<file path="src/rtl/swd_pkg.sv">
// Shared constants, item types and the CRC-8 byte update for the sensor word deframer.
`default_nettype none

package swd_pkg;

  localparam logic [1:0] MAX_WORDS = 2'd3;

  localparam logic [7:0] CRC_POLY = 8'h31;
  localparam logic [7:0] CRC_INIT = 8'hFF;

  // Scaling applied to a word, chosen by its position in the frame when measurement mode is on.
  localparam logic [1:0] KIND_RAW  = 2'd0;
  localparam logic [1:0] KIND_TEMP = 2'd1;
  localparam logic [1:0] KIND_HUM  = 2'd2;

  localparam logic [14:0] TEMP_SPAN = 15'd17500;
  localparam logic [14:0] HUM_SPAN  = 15'd10000;
  localparam logic signed [16:0] TEMP_OFFSET = -17'sd4500;

  localparam logic [31:0] FULL_SCALE = 32'd65535;

  localparam logic [2:0] ADDR_WORD_COUNT = 3'd0;
  localparam logic [2:0] ADDR_MEAS_MODE  = 3'd4;

  typedef struct packed {
    logic [15:0] raw_word;
    logic [1:0]  word_index;
    logic        crc_ok;
    logic        frame_ok;
    logic        last_word;
    logic [1:0]  kind;
  } word_t;

  function automatic logic [7:0] crc8_byte(input logic [7:0] crc, input logic [7:0] b);
    logic [7:0] c;
    c = crc ^ b;
    for (int k = 0; k < 8; k++) begin
      c = c[7] ? ({c[6:0], 1'b0} ^ CRC_POLY) : {c[6:0], 1'b0};
    end
    return c;
  endfunction

endpackage

`default_nettype wire

</file>
<file path="src/rtl/swd_deframe.sv">
// Byte framing, CRC-8 check and frame bookkeeping, with a registered word item.
`default_nettype none

module swd_deframe (
  input  wire logic          clk,
  input  wire logic          rst,
  input  wire logic          in_valid,
  output logic               in_ready,
  input  wire logic [7:0]    rx_byte,
  input  wire logic          frame_start,
  input  wire logic [1:0]    word_count,
  input  wire logic          measurement_mode,
  output logic               out_valid,
  input  wire logic          out_ready,
  output swd_pkg::word_t     word
);

  logic [1:0] byte_phase, byte_phase_next;
  logic [1:0] word_counter, word_counter_next;
  logic [7:0] running_crc, running_crc_next;
  logic [7:0] held_high_byte, held_high_byte_next;
  logic [7:0] held_low_byte, held_low_byte_next;
  logic       frame_error, frame_error_next;

  logic           accept;
  logic           emit;
  logic [1:0]     phase_eff;
  logic [1:0]     counter_eff;
  logic           error_eff;
  logic [1:0]     count_eff;
  logic [7:0]     crc_calc;
  logic           crc_match;
  logic           is_last;
  logic           error_upd;
  swd_pkg::word_t word_next;

  assign in_ready = !out_valid || out_ready;
  assign accept   = in_valid && in_ready;

  // A start mark restarts the frame before the byte is taken as a high byte.
  assign phase_eff   = frame_start ? 2'd0 : byte_phase;
  assign counter_eff = frame_start ? 2'd0 : word_counter;
  assign error_eff   = frame_start ? 1'b0 : frame_error;

  always_comb begin
    if (word_count == 2'd0) begin
      count_eff = 2'd1;
    end else if (word_count > swd_pkg::MAX_WORDS) begin
      count_eff = swd_pkg::MAX_WORDS;
    end else begin
      count_eff = word_count;
    end
  end

  assign crc_calc  = swd_pkg::crc8_byte(
                       (phase_eff == 2'd1) ? running_crc : swd_pkg::CRC_INIT, rx_byte);
  assign crc_match = (running_crc == rx_byte);
  assign is_last   = (({1'b0, counter_eff} + 3'd1) >= {1'b0, count_eff});
  assign error_upd = error_eff || !crc_match;
  assign emit      = (phase_eff == 2'd2);

  always_comb begin
    byte_phase_next     = byte_phase;
    word_counter_next   = counter_eff;
    running_crc_next    = running_crc;
    held_high_byte_next = held_high_byte;
    held_low_byte_next  = held_low_byte;
    frame_error_next    = error_eff;
    case (phase_eff)
      2'd1: begin
        held_low_byte_next = rx_byte;
        running_crc_next   = crc_calc;
        byte_phase_next    = 2'd2;
      end
      2'd2: begin
        byte_phase_next  = 2'd0;
        running_crc_next = swd_pkg::CRC_INIT;
        if (is_last) begin
          word_counter_next = 2'd0;
          frame_error_next  = 1'b0;
        end else begin
          word_counter_next = counter_eff + 2'd1;
          frame_error_next  = error_upd;
        end
      end
      default: begin
        // The unused phase code behaves as the high-byte phase.
        held_high_byte_next = rx_byte;
        running_crc_next    = crc_calc;
        byte_phase_next     = 2'd1;
      end
    endcase
  end

  always_comb begin
    word_next.raw_word   = {held_high_byte, held_low_byte};
    word_next.word_index = counter_eff;
    word_next.crc_ok     = crc_match;
    word_next.frame_ok   = is_last && !error_upd;
    word_next.last_word  = is_last;
    if (measurement_mode && counter_eff == 2'd1) begin
      word_next.kind = swd_pkg::KIND_TEMP;
    end else if (measurement_mode && counter_eff == 2'd2) begin
      word_next.kind = swd_pkg::KIND_HUM;
    end else begin
      word_next.kind = swd_pkg::KIND_RAW;
    end
  end

  always_ff @(posedge clk) begin
    if (rst) begin
      out_valid      <= 1'b0;
      byte_phase     <= 2'd0;
      word_counter   <= 2'd0;
      running_crc    <= swd_pkg::CRC_INIT;
      held_high_byte <= 8'd0;
      held_low_byte  <= 8'd0;
      frame_error    <= 1'b0;
    end else begin
      if (in_ready) begin
        out_valid <= accept && emit;
      end
      if (accept) begin
        byte_phase     <= byte_phase_next;
        word_counter   <= word_counter_next;
        running_crc    <= running_crc_next;
        held_high_byte <= held_high_byte_next;
        held_low_byte  <= held_low_byte_next;
        frame_error    <= frame_error_next;
      end
    end
  end

  always_ff @(posedge clk) begin
    if (accept && emit) begin
      word <= word_next;
    end
  end

endmodule

`default_nettype wire

</file>
<file path="src/rtl/swd_scale.sv">
// Measurement scaling of a word: constant multiply, then division by full scale; raw words pass through.
`default_nettype none

module swd_scale (
  input  wire logic           clk,
  input  wire logic           rst,
  input  wire logic           in_valid,
  output logic                in_ready,
  input  wire swd_pkg::word_t word_in,
  output logic                out_valid,
  input  wire logic           out_ready,
  output logic [15:0]         raw_word,
  output logic [1:0]          word_index,
  output logic                crc_ok,
  output logic                frame_ok,
  output logic signed [16:0]  scaled_value,
  output logic                last_word
);

  logic           prod_valid;
  swd_pkg::word_t prod_word;
  logic [30:0]    prod;
  logic [30:0]    prod_next;
  logic           out_ready_int;

  logic [31:0]        quot_sum;
  logic [15:0]        quot_est;
  logic [31:0]        rem;
  logic [15:0]        quot;
  logic signed [16:0] scaled_next;

  assign out_ready_int = !out_valid || out_ready;
  assign in_ready      = !prod_valid || out_ready_int;

  assign prod_next = {15'd0, word_in.raw_word} *
                     {16'd0, (word_in.kind == swd_pkg::KIND_TEMP) ? swd_pkg::TEMP_SPAN
                                                               : swd_pkg::HUM_SPAN};

  // x / 65535 is estimated as (x + x/65536) / 65536, which never overshoots and
  // falls short by at most one; the remainder check puts it right.
  assign quot_sum = {1'b0, prod} + {17'd0, prod[30:16]};
  assign quot_est = quot_sum[31:16];
  assign rem      = {1'b0, prod} - {quot_est, 16'd0} + {16'd0, quot_est};
  assign quot     = quot_est + {15'd0, (rem >= swd_pkg::FULL_SCALE)};

  always_comb begin
    case (prod_word.kind)
      swd_pkg::KIND_TEMP: scaled_next = swd_pkg::TEMP_OFFSET + $signed({1'b0, quot});
      swd_pkg::KIND_HUM:  scaled_next = $signed({1'b0, quot});
      default:            scaled_next = $signed({1'b0, prod_word.raw_word});
    endcase
  end

  always_ff @(posedge clk) begin
    if (rst) begin
      prod_valid <= 1'b0;
      out_valid  <= 1'b0;
    end else begin
      if (in_ready) begin
        prod_valid <= in_valid;
      end
      if (out_ready_int) begin
        out_valid <= prod_valid;
      end
    end
  end

  always_ff @(posedge clk) begin
    if (in_valid && in_ready) begin
      prod_word <= word_in;
      prod      <= prod_next;
    end
    if (prod_valid && out_ready_int) begin
      raw_word     <= prod_word.raw_word;
      word_index   <= prod_word.word_index;
      crc_ok       <= prod_word.crc_ok;
      frame_ok     <= prod_word.frame_ok;
      last_word    <= prod_word.last_word;
      scaled_value <= scaled_next;
    end
  end

endmodule

`default_nettype wire

</file>
<file path="src/rtl/sensor_word_deframer_crc8.sv">
// Sensor response deframer top level: register port, byte deframer and word scaling.
// Throughput: one byte item per cycle while the output is not stalled, with no stall between frames.
// A word item is formed once its CRC byte is accepted and passes in turn through
// the deframe register, the multiplier register and the output register to the
// output. High and low bytes produce no item.
// Reset (synchronous, rst high) empties the pipeline, clears the frame state and
// sets word_count to 3 and measurement_mode to 1.
`default_nettype none

module sensor_word_deframer_crc8 (
  input  wire logic        clk,
  input  wire logic        rst,
  input  wire logic        psel,
  input  wire logic        penable,
  input  wire logic        pwrite,
  input  wire logic [2:0]  paddr,
  input  wire logic [31:0] pwdata,
  output logic [31:0]      prdata,
  output logic             pready,
  input  wire logic        s_tvalid,
  output logic             s_tready,
  input  wire logic [7:0]  s_tdata,   // [7:0] rx_byte
  input  wire logic        s_tuser,   // [0] frame_start
  output logic             m_tvalid,
  input  wire logic        m_tready,
  output logic [39:0]      m_tdata,   // [15:0] raw_word, [17:16] word_index, [18] crc_ok,
                                      // [19] frame_ok, [36:20] scaled_value, [39:37] zero
  output logic             m_tlast    // last_word
);

  logic [1:0] word_count;
  logic       measurement_mode;
  logic       cfg_write;

  logic           word_valid;
  logic           word_ready;
  swd_pkg::word_t word;

  logic [15:0]        raw_word;
  logic [1:0]         word_index;
  logic               crc_ok;
  logic               frame_ok;
  logic signed [16:0] scaled_value;

  assign pready    = 1'b1;
  assign cfg_write = psel && penable && pwrite && pready;

  // Only address bit 2 selects a register; the byte offset bits are ignored.
  always_ff @(posedge clk) begin
    if (rst) begin
      word_count       <= 2'd3;
      measurement_mode <= 1'b1;
    end else if (cfg_write) begin
      if (paddr[2] == swd_pkg::ADDR_MEAS_MODE[2]) begin
        measurement_mode <= pwdata[0];
      end else begin
        word_count <= pwdata[1:0];
      end
    end
  end

  always_comb begin
    unique case (paddr[2])
      swd_pkg::ADDR_MEAS_MODE[2]:  prdata = {31'd0, measurement_mode};
      swd_pkg::ADDR_WORD_COUNT[2]: prdata = {30'd0, word_count};
      default:                     prdata = 32'd0;
    endcase
  end

  swd_deframe u_deframe (
    .clk              (clk),
    .rst              (rst),
    .in_valid         (s_tvalid),
    .in_ready         (s_tready),
    .rx_byte          (s_tdata),
    .frame_start      (s_tuser),
    .word_count       (word_count),
    .measurement_mode (measurement_mode),
    .out_valid        (word_valid),
    .out_ready        (word_ready),
    .word             (word)
  );

  swd_scale u_scale (
    .clk          (clk),
    .rst          (rst),
    .in_valid     (word_valid),
    .in_ready     (word_ready),
    .word_in      (word),
    .out_valid    (m_tvalid),
    .out_ready    (m_tready),
    .raw_word     (raw_word),
    .word_index   (word_index),
    .crc_ok       (crc_ok),
    .frame_ok     (frame_ok),
    .scaled_value (scaled_value),
    .last_word    (m_tlast)
  );

  assign m_tdata = {3'd0, scaled_value, frame_ok, crc_ok, word_index, raw_word};

endmodule

`default_nettype wire

</file>
<file path="config.mk">
export PLATFORM = sky130hd
export DESIGN_NAME = sensor_word_deframer_crc8
export DESIGN_NICKNAME = d
export VERILOG_FILES = /design/src/rtl/swd_pkg.sv /design/src/rtl/swd_deframe.sv /design/src/rtl/swd_scale.sv /design/src/rtl/sensor_word_deframer_crc8.sv
export SDC_FILE = /design/constraint.sdc
export NUM_CORES = 1
export LEC_CHECK = 0
export ABC_CLOCK_PERIOD_IN_PS = 7700
export BUFFER_PORTS_ARGS = -buffer_cell sky130_fd_sc_hd__buf_2
export CORE_ASPECT_RATIO = 0.9
export CORE_MARGIN = 2
export CORE_UTILIZATION = 30
export CTS_BUF_LIST = sky130_fd_sc_hd__clkbuf_8
export CTS_CLUSTER_DIAMETER = 60
export DETAILED_ROUTE_END_ITERATION = 7
export PLACE_DENSITY = 0.58
export SYNTH_ARGS = -nofsm -noshare
export SYNTH_HDL_FRONTEND = slang
export SYNTH_HIERARCHICAL = 1
export SYNTH_SLANG_ARGS = --single-unit
export TNS_END_PERCENT = 5
</file>
<file path="constraint.sdc">
create_clock -name clk -period 7.7 [get_ports clk]
set_input_delay 1.155 -clock clk [delete_from_list [all_inputs] [get_ports clk]]
set_output_delay 1.155 -clock clk [all_outputs]
set_load 0.1 [all_outputs]
</file>
Yosys cells after proc, flatten, opt, wreduce, memory -nomap -nowiden
Cells that the tools add are included.
Word-level totals
  register bits: 150
  latch bits: 0
  RAM bits: 0
  bits in read-only memories: 0
  bits of input ports: 51
  output and inout bits: 76
  word-level logic and storage cells: 108
  memories: 0
Cells by class
  add/subtract/negate cells: 7
  $mul: 1
  divide/modulo/power cells: 0
  $lt $le $gt $ge: 3
  equality and inequality tests: 8
  shift-type cells: 0
  mux-type cells: 24
  bitwise logic cells: 11
  reduce and logical (&&, ||, !) cells: 24
Operators by type and width (number)
  case mux 32 bit (2 select lines): 1
  2-to-1 mux 6 bit: 8
  case mux 17 bit (2 select lines): 1
  adder 31 x 15 -> 32 bit: 1
  adder 32 x 16 -> 32 bit: 1
  greater-or-equal comparator 32 x 16 -> 1 bit (second input constant): 1
  subtractor 31 x 32 -> 32 bit: 1
  multiplier 16 x 15 -> 31 bit: 1
  NOT 3 bit: 8
  adder 14 x 17 -> 17 bit (first input constant): 1
  adder 16 x 1 -> 16 bit: 1
  2-to-1 mux 8 bit: 2
  2-to-1 mux 15 bit: 1
  2-to-1 mux 2 bit: 7
  logical AND 1 bit: 9
  == test 2 x 1 -> 1 bit (second input constant): 4
  == test 8 bit: 1
  AND reduction 2 bit: 4
  bitwise XOR 8 bit: 1
  == test 2 bit (second input constant): 3
  logical NOT 1 bit: 5
  logical OR 1 bit: 4
  case mux 2 bit (2 select lines): 1
  adder 2 x 1 -> 3 bit (second input constant): 1
  other kinds (7): 10

Logic depth before layout (Yosys ltp)
Gate-level depths: netlist of run 1.
  depth in word-level cells: 21
  mapped depth: 36
  mapped depth without buffers: 34

Cells and area by module
The synthesis of run 1 kept the hierarchy.
Modules (own cells, without submodules)
  swd_scale: instances 1, cells an instance 1229, area an instance 11721.2 sq um, seq. area each 2742.6 sq um
  swd_deframe: instances 1, cells an instance 229, area an instance 2478.6 sq um, seq. area each 1291.2 sq um
  sensor_word_deframer_crc8: instances 1, cells an instance 53, area an instance 436.7 sq um, seq. area each 60.1 sq um

Least setup slack after synthesis of run 1
OpenSTA, ideal clock, no wires.
  path kind: register -> register
  from: register u_scale.prod[22]
  to: register u_scale.scaled_value[14] (data pin)
  library setup time: 0.265 ns
  data arrival time: 6.896 ns
  required time: 7.435 ns
  path slack: 0.539 ns
  cell stages (with the launch flop): 35
  path buffers: 1
  period minus slack after synthesis: 7.161 ns
  cell sequence: edfxtp_1 ha_1 a21oi_1 o21ai_0 a211oi_1 o22ai_2 and4_1 buf_4 and4_4 and2_1 ha_1 inv_1 ha_1 inv_1 ha_1 a211o_1 a2111oi_2 o21ai_1 and2_4 o21ai_4 a31oi_2 or4_1 nand3_1 nand4_1 ha_1 ha_1 xnor2_1 ha_1 nor2_1 o311ai_1 and4_1 o21ai_1 xor2_1 a21oi_1 o21ai_1
Between the ends
  cells in the longest elaborated chain, start to end: 7
RTL lines
  start: declaration: line swd_scale.sv:22  | logic [30:0] prod;
  start signal: assignment: line swd_scale.sv:71  | prod <= prod_next;
  adder 31 x 15 -> 32 bit: line swd_scale.sv:41  | assign quot_sum = {1'b0, prod} + {17'd0, prod[30:16]};
  subtractor 31 x 32 -> 32 bit: line swd_scale.sv:43  | assign rem = {1'b0, prod} - {quot_est, 16'd0} + {16'd0, quot_est};
  adder 32 x 16 -> 32 bit: line swd_scale.sv:43
  greater-or-equal comparator 32 x 16 -> 1 bit: line swd_scale.sv:44  | assign quot = quot_est + {15'd0, (rem >= swd_pkg::FULL_SCALE)};
  adder 16 x 1 -> 16 bit *: line swd_scale.sv:44
  adder 14 x 17 -> 17 bit: line swd_scale.sv:48  | swd_pkg::KIND_TEMP: scaled_next = swd_pkg::TEMP_OFFSET + $signed({1'b0, quot});
  case mux 17 bit (2 select lines) *: line swd_scale.sv:47  | case (prod_word.kind)
  net u_scale.scaled_next[14]: line swd_scale.sv:30  | logic signed [16:0] scaled_next;
  end signal: assignment: line swd_scale.sv:79  | scaled_value <= scaled_next;
  end: declaration: line swd_scale.sv:16  | output logic signed [16:0] scaled_value,
The timed path passes the listed nets; every way through them passes the cells marked *.
A chain may end at the register's enable or synchronous reset.

Worst setup path in the final report of run 1
  from: register u_scale.prod[20]
  to: register u_scale.scaled_value[15] (data pin)
Same word-level chain as after synthesis.

==> flow_summary.toml, run 1 <==
[setup_path]
crit_type = "flop to flop"
crit_arrival_ps = 7650
slowest_stage = "a2111oi_0"
cp-end-kind = "flop"
cp_data_required_time_ps = 7920
cp_max_fo = 9
cp_slowest_stage_delay_ps = 580
cpMostUsedCell = "buf_4"
start_kind = "flop"

[flow_run]
maxCapViolations = 0

[sta]
setup_slack_ps = 275
period_share_pct = 96.4
hold_viol = 0
max_freq_mhz = 135
drv_slew = 0
skew_ps = 24.3
worst_pin_slew_ps = 1140
max-slew-margin-rel_pct = 24.1
rsz0062_at_grt = "true"
finalCriticalPeriod_ps = 7420
whs_ps = 429
setup_viol = 0

[synthesis]
synth.most_common_cell = "inv_1"
ys_top_cells_by_count = "242 x inv_1, 205 x ha_1, 113 x edfxtp_1"
synth_top_area_share_pct = 23.2
synth_area_per_cell_sq_um = 9.69
synthCells = 1511
synth_top_cell_by_area = "edfxtp_1"
synth-seq-area-share_pct = 28.0
syn_area_sq_um = 14600
synth_edf_count = 113
synth_cell_type_count = 94
ys_ff_latch = 148
yosys_warnings = 6
ys_async_sr_fraction_pct = 0
synthTopCellsByArea = "edfxtp_1 23%, ha_1 18%, fa_1 12%, inv_1 6.2%, dfxtp_1 4.8%"
dominantRegCellSynth = "edfxtp_1"

[placement]
io_buffers = 60
place_ws_ps = -179
dp_hpwl_mm = 29.1
gp_congestion = 0.963
dp.cells = 2295
placed_cell_area_sq_um = 16400

[floorplanning]
die_w_microns = 237
core_sq_um = 48000
top_level_ports = 127
initial_core_util_pct = 30.5
rows = 76
die_y_microns = 214
die_area_sq_um = 50600

[drt]
vias = 10900
first_pass_iters = 5
drc = 0
wire_per_inst_microns = 14.9
routed_wl_mm = 34.7
drt-initial-drc-count = 662
viasPerCell = 4.66
ant_nets = 0

[power_and_ir_drop]
vdd_drop_max_mv = 0.0929
powerDensity_nw_per_um2 = 130
p_leak_nw = 8.05

[grt]
grt_pass1_vias = 10700
grt_pass1_wl_mm = 55.6
antenna_found_initial = 0
grt_usage_pct = 13.7
grt-ovfl-total = 0
grt_max_degree = 53

[clocking]
path_clk_slew_ps = 100
htree_num_levels = 4
clk_latency_ps = 470
cts_made_buffers = 17
root_buffer = "clkbuf_8"
cts_tree = "built"
clk_path_buf_depth = 2
cts_hold_buf = 0
clkSinkCount = 148

[cells_and_area]
layout-drive-gt1-share_pct = 17.0
n_antenna_cell = 0
area_delta_synth_final_pct = 16.8
fin_cells = 2338
fin_area_sq_um = 17100
postLayoutCoreUtil_pct = 35.6
fin_nets = 2048

[hold_path]
hold_path_class = "flop to flop"

[outcome]
status = "completed"
## report_power, final
| part | switching (mW) | internal [mW] |
|---|---|---|
| registers | 0.0120 | 0.892 |
| logic | 0.421 | 0.284 |
| clock network | 0.357 | 0.250 |
## cell usage in the layout (no fill, tap or decap), types with 10 or more instances in the layout
cell / n
nor3_1: 22
xor2_1: 33
nand2_1: 95
and3_1: 20
a211oi_1: 11
buf_2: 60
fa_1: 91
clkbuf_8: 17
a21o_1: 19
a21oi_1: 64
inv_1: 242
o21ai_0: 48
buf_4: 125
conb_1: 63
xnor2_1: 50
dfxtp_1: 35
edfxtp_1: 113
nor2_1: 80
ha_1: 192
nor4_1: 10
nand4_1: 14
nand2b_1: 20
nor2b_1: 17
mux2i_1: 16
nand3_1: 37
and2_1: 24
## sequential cells by signal, indices dropped and copies added, names as in the netlist, 8 cells and up
signal and flops:
u_scale/prod 29, u_deframe/running_crc 8, u_deframe/held_high_byte 8, u_scale/raw_word 16
u_deframe/word 23, u_scale/prod_word 23, u_scale/scaled_value 17, u_deframe/held_low_byte 8
## critical path: cells and delay by family (launching register included)
family / cells / cell delay, ps
AOI/OAI and AO/OA: 7 / 1530
xor gates and xnor gates: 3 / 560
adders and majority gates: 5 / 1560
buffers and inverters: 4 / 690
DFF: 1 / 490
and+or+nand+nor: 13 / 2360
## through the flow
step | TNS [ps] | power [mW]
finish | 0 | 2.22
global route | -209 | 2.36
CTS | 0 | 2.23
detailed placement | -239 | 1.62
global placement | -102 | 1.61
floorplan | 0 | 1.50
## layout make-up
| cell class | instances | area [sq um] |
|---|---|---|
| fill | 4863 | 30900 |
| multi-input combinational | 1106 | 9670 |
| sequential | 148 | 4090 |
| timing repair buffer | 185 | 1240 |
| inverter | 243 | 912 |
| tap | 624 | 781 |
| clock buffer | 17 | 234 |
| clock inverter | 15 | 174 |
## per-layer routing
metal | vias up | share of wire (%) | track usage [%]
met5 | - | 0 | 0
met1 | 5182 | 48 | 18.9
li1 | 5460 | - | -
met3 | 43 | 3.2 | 1.69
met2 | 204 | 47 | 22.8
met4 | 0 | 2.4 | 3.64
## cell families (layout without fill, tap and decap cells)
group	count (synthesis)	after routing	share of synthesized area, %
mux	17	17	1.17
buf+inv	316	460	9.28
xor+xnor	95	95	6.18
compound gates	244	244	11.4
other cells	4	63	0.103
simple gates	391	391	14.0
flops	148	148	28.0
fa+ha+maj	296	296	30.0
## path summary, 6_finish.rpt
path | cells past startpoint | endpoint | slack (ps) | startpoint
setup / recovery | 32 | u_scale/scaled_value[15] | 280 | u_scale/prod[20]
hold / removal | 0 | u_scale/word_index[0] | 430 | u_scale/prod_word[5]
setup reg to reg | 32 | u_scale/scaled_value[15] | 280 | u_scale/prod[20]
hold reg to reg | 0 | u_scale/word_index[0] | 430 | u_scale/prod_word[5]
## timing repair
item,4_1_cts,5_1_grt
hold endpoints to repair,0,0
endpoints found under the setup margin,6,10
pin swaps,0,21
resized for setup,3,39
buffers inserted,0,11
Power figures use the tool's default switching activity.
==> run 2, diff against run 1 <==
--- a/config.mk
+++ b/config.mk
@@ -14,6 +14,7 @@
 export CTS_CLUSTER_DIAMETER = 60
 export DETAILED_ROUTE_END_ITERATION = 7
 export PLACE_DENSITY = 0.58
+export SETUP_SLACK_MARGIN = 0.4
 export SYNTH_ARGS = -nofsm -noshare
 export SYNTH_HDL_FRONTEND = slang
 export SYNTH_HIERARCHICAL = 1
==> flow_summary.toml, run 2 (synthesized netlist as in run 1, its figures left out) <==
[outcome]
status = "completed"

[sta]
rsz0062_at_grt = "true"
max_freq_mhz = 139
max-slew-margin-rel_pct = 23.9
worst_pin_slew_ps = 1140
drv_slew = 0
finalCriticalPeriod_ps = 7210
hold_viol = 0
skew_ps = 31.6
setup_viol = 0
period_share_pct = 93.6

[drt]
ant_nets = 0
viasPerCell = 4.68
routed_wl_mm = 35.4
drc = 0
drt-initial-drc-count = 595
vias = 11000
first_pass_iters = 6
wire_per_inst_microns = 15.1

[setup_path]
cp_slowest_stage_delay_ps = 450
cpMostUsedCell = "ha_4"
r2r_start = "u_scale/prod[12]"
cp_data_required_time_ps = 7900
start_kind = "flop"
slowest_stage = "a2111oi_1"
crit_family = "simple AND/OR/NAND/NOR gates"
cp-end-kind = "flop"
cp_max_fo = 6
crit_arrival_ps = 7410
rrSetupSlack_ps = 490
crit_type = "flop to flop"
reg2reg_depth = 37
crit_buf_inv = 6
r2r_end = "u_scale/scaled_value[12]"

[cells_and_area]
multi_input_area_sq_um = 10100
regMostFlops = "u_scale/prod"
n_antenna_cell = 0
reg.largest.list = "u_scale/prod (29), u_deframe/word (23), u_scale/prod_word (23)"
fin_nets = 2056
largest_reg_flops = 29
fillCellCount = 4818
mostFrequentLayoutCell = "inv_1"
register_area_sq_um = 4090
layout.cells.most_common_list = "234 x inv_1, 175 x ha_1, 131 x buf_4"
layout-drive-gt1-share_pct = 20.4
fin_area_sq_um = 17600
area_delta_synth_final_pct = 20.3

[grt]
grt_max_degree = 53
grt_pass1_wl_mm = 56.0
grt-ovfl-total = 0
grtUsageMet2_pct = 23.0
grt_usage_pct = 13.8
use_met1_pct = 19.0
antenna_found_initial = 0
top_usage_layer = "met2"
met3_usage_pct = 1.70
grt_pass1_vias = 10800

[clocking]
htree_num_levels = 4
path_clk_slew_ps = 100
cts_tree = "built"
clk_path_buf_depth = 2
cts_made_buffers = 17
root_buffer = "clkbuf_8"
clk_latency_ps = 480
clkSinkCount = 148

[floorplanning]
core_sq_um = 48000
die_area_sq_um = 50600
die_y_microns = 214
initial_core_util_pct = 30.5
die_w_microns = 237
rows = 76
top_level_ports = 127

[power_and_ir_drop]
powerDensity_nw_per_um2 = 126
p_total_mw = 2.22
vdd_drop_max_mv = 0.0933
p_leak_nw = 8.11

[flow_run]
maxCapViolations = 0

[hold_path]
min_from = "u_scale/prod_word[5]"
hold_depth = 0
min_to = "u_scale/word_index[0]"
hold_path_class = "flop to flop"

[placement]
gp_congestion = 0.963
io_buffers = 60
dp_hpwl_mm = 29.1
placed_cell_area_sq_um = 16400
## run 2: how the worst max path moves through the flow
stage | startpoint | to | slack (ps) | cells after the start
2_1_floorplan | u_scale/prod[22] | u_scale/scaled_value[14] | 540 | 34
3_3_place_gp | u_scale/prod[22] | u_scale/scaled_value[14] | -100 | 33
3_5_place_dp | u_scale/prod[22] | u_scale/scaled_value[14] | -180 | 34
4_1_cts | u_scale/prod[22] | u_scale/scaled_value[14] | 370 | 34
5_1_grt | u_scale/prod[20] | u_scale/scaled_value[12] | 160 | 37
6_report | u_scale/prod[12] | u_scale/scaled_value[12] | 490 | 37
## run 2: routing by layer
metal  vias to the layer above  wire length, microns
li1                       5479                     -
met1                      5271                 16600
met2                       198                 16700
met3                        40                  1190
met4                         0                   815
met5                         -                     0
## run 2: stage by stage
step                      cells  utilization [%]  hold WS (ps)  setup WS [ps]  setup TNS (ps)
after floorplan            1570                -           400            539               0
after global placement     2295             34.1           407           -102            -102
after detailed placement   2295             34.1           413           -179            -239
after CTS                  2333             35.5           435            374               0
after global routing       2346             36.7           436            156               0
final                      2346             36.7           427            493               0
## run 2: timing repair
item / in CTS / in global routing
endpoints found under the setup margin: 11 / 11
pin swaps: 22 / 49
buffers inserted: 6 / 13
resized for setup: 37 / 77
hold buffers: 0 / 0
## run 2: where the power goes
part	leakage [nW]	internal, mW	switching, mW
registers	1.30	0.892	0.0122
clock network	0.207	0.250	0.357
logic	6.60	0.287	0.424
## run 2: final cells by class
cell class,count,share of cell area [%]
multi-input combinational,1106,57.3
sequential,148,23.3
timing repair buffer,193,7.42
inverter,243,5.23
tap,624,4.44
clock buffer,17,1.33
clock inverter,15,0.988
## run 2: worst register-to-register path, delay by kind of cell, from the launching register on
family,cells,cell delay [ps]
AND/OR/NAND/NOR,14,2410
AO/OA/AOI/OAI,9,1620
adder cells (fa/ha/maj),6,1530
buffers and inverters,6,640
flip-flops,1,420
XOR/XNOR,2,350
==> run 3, diff against run 2 <==
--- a/config.mk
+++ b/config.mk
@@ -7,7 +7,7 @@
 export LEC_CHECK = 0
 export ABC_CLOCK_PERIOD_IN_PS = 7700
 export BUFFER_PORTS_ARGS = -buffer_cell sky130_fd_sc_hd__buf_2
-export CORE_ASPECT_RATIO = 0.9
+export CORE_ASPECT_RATIO = 0.6
 export CORE_MARGIN = 2
 export CORE_UTILIZATION = 30
 export CTS_BUF_LIST = sky130_fd_sc_hd__clkbuf_8
==> flow_summary.toml, run 3 (synthesized netlist as in run 1, its figures left out) <==
[outcome]
status = "completed"

[cells_and_area]
area_delta_synth_final_pct = 23.4
fin_nets = 2094
reg.largest.list = "u_scale/prod (29), u_deframe/word (23), u_scale/prod_word (23)"
layout.cells.most_common_list = "228 x inv_1, 176 x ha_1, 168 x buf_4"
mostFrequentLayoutCell = "inv_1"
regMostFlops = "u_scale/prod"
largest_reg_flops = 29
layout-drive-gt1-share_pct = 23.9

[setup_path]
r2r_start = "u_scale/prod[23]"
slowest_stage = "edfxtp_1"
cp_slowest_stage_delay_ps = 520
cpMostUsedCell = "buf_4"
r2r_end = "u_scale/scaled_value[14]"
reg2reg_depth = 39
cp_max_fo = 6
start_kind = "flop"
rrSetupSlack_ps = 220
crit_type = "flop to flop"
cp-end-kind = "flop"
crit_arrival_ps = 7680
cp_data_required_time_ps = 7910

[floorplanning]
die_w_microns = 289
top_level_ports = 127
rows = 62
die_y_microns = 175
die_area_sq_um = 50600
core_sq_um = 48000
initial_core_util_pct = 30.5

[clocking]
cts_tree = "built"
clk_latency_ps = 490
path_clk_slew_ps = 90
htree_num_levels = 4
cts_made_buffers = 17
clk_path_buf_depth = 2
clkSinkCount = 148
root_buffer = "clkbuf_8"

[power_and_ir_drop]
vdd_drop_max_mv = 0.0982
p_total_mw = 2.22
powerDensity_nw_per_um2 = 123
p_leak_nw = 8.29

[placement]
gp_congestion = 0.911
io_buffers = 60
dp_hpwl_mm = 31.5
place_ws_ps = -350

[drt]
drc = 0
vias = 11500
ant_nets = 0
routed_wl_mm = 38.8
drt-initial-drc-count = 802
first_pass_iters = 5
viasPerCell = 4.81
wire_per_inst_microns = 16.2

[sta]
skew_ps = 16.2
max-slew-margin-rel_pct = 34.8
drv_slew = 0
hold_viol = 0
max_freq_mhz = 134
finalCriticalPeriod_ps = 7480
setup_viol = 0
worst_pin_slew_ps = 977
rsz0062_at_grt = "true"
period_share_pct = 97.1
setup_slack_ps = 222

[hold_path]
hold_path_class = "flop to flop"
hold_depth = 0
min_to = "u_scale/prod_word[5]"
min_from = "u_deframe/word[5]"

[grt]
grt-ovfl-total = 0
grt_usage_pct = 15.4
grt_pass1_vias = 10800
grt_max_degree = 53
grt_pass1_wl_mm = 59.9
antenna_found_initial = 0

[flow_run]
maxCapViolations = 0
run 3: report_power, final:
group / internal [mW] / switching (mW)
clock network: 0.267 / 0.327
registers: 0.892 / 0.0125
logic: 0.288 / 0.438
run 3: critical path, delay by kind of cell (launching register included):
kind                     cells  cell delay, ps
flip-flops                   1             520
adder cells (fa/ha/maj)      6            1390
XOR/XNOR                     3             500
AO/OA/AOI/OAI               10            1690
AND/OR/NAND/NOR             13            2090
buffers and inverters        7             980
run 3: routing by layer:
layer,wire [microns],GRT usage [%]
met1,20700,24.8
met2,15000,19.7
met3,2830,4.45
met4,209,2.36
met5,64,0.962
run 3: what timing repair did:
item | in CTS | in global routing
resized for setup | 73 | 89
setup endpoints to repair | 13 | 14
pin swaps | 47 | 48
hold buffers | 0 | 0
setup buffers | 9 | 17
run 3: final cells by class:
type	instances	area, sq um
clock buffer	18	248
antenna	1	2.50
fill	4757	30000
timing repair buffer	231	1600
tap	640	801
clock inverter	14	124
inverter	243	925
sequential	148	4090
multi-input combinational	1106	10300
run 3: per-stage QoR:
step           hold slack [ps]  setup TNS [ps]  cells  util, %  instance area (sq um)
6_report                   419               0   2401     37.6                  18100
5_1_grt                    421            -224   2400     37.6                  18100
4_1_cts                    416               0   2383     36.3                  17400
3_5_place_dp               405           -1790   2342     34.6                  16600
3_3_place_gp               409            -907   2342     34.6                  16600
2_1_floorplan              400               0   1570        -                  14900
run 3: how the worst max path moves through the flow:
stage	startpoint	endpoint	slack, ps	cells after the start
after floorplan	u_scale/prod[22]	u_scale/scaled_value[14]	540	34
after global placement	u_scale/prod[25]	u_scale/scaled_value[14]	-230	33
after detailed placement	u_scale/prod[24]	u_scale/scaled_value[14]	-350	33
after CTS	u_scale/prod[29]	u_scale/scaled_value[14]	390	36
after global routing	u_scale/prod[23]	u_scale/scaled_value[14]	-80	36
final	u_scale/prod[23]	u_scale/scaled_value[14]	220	39
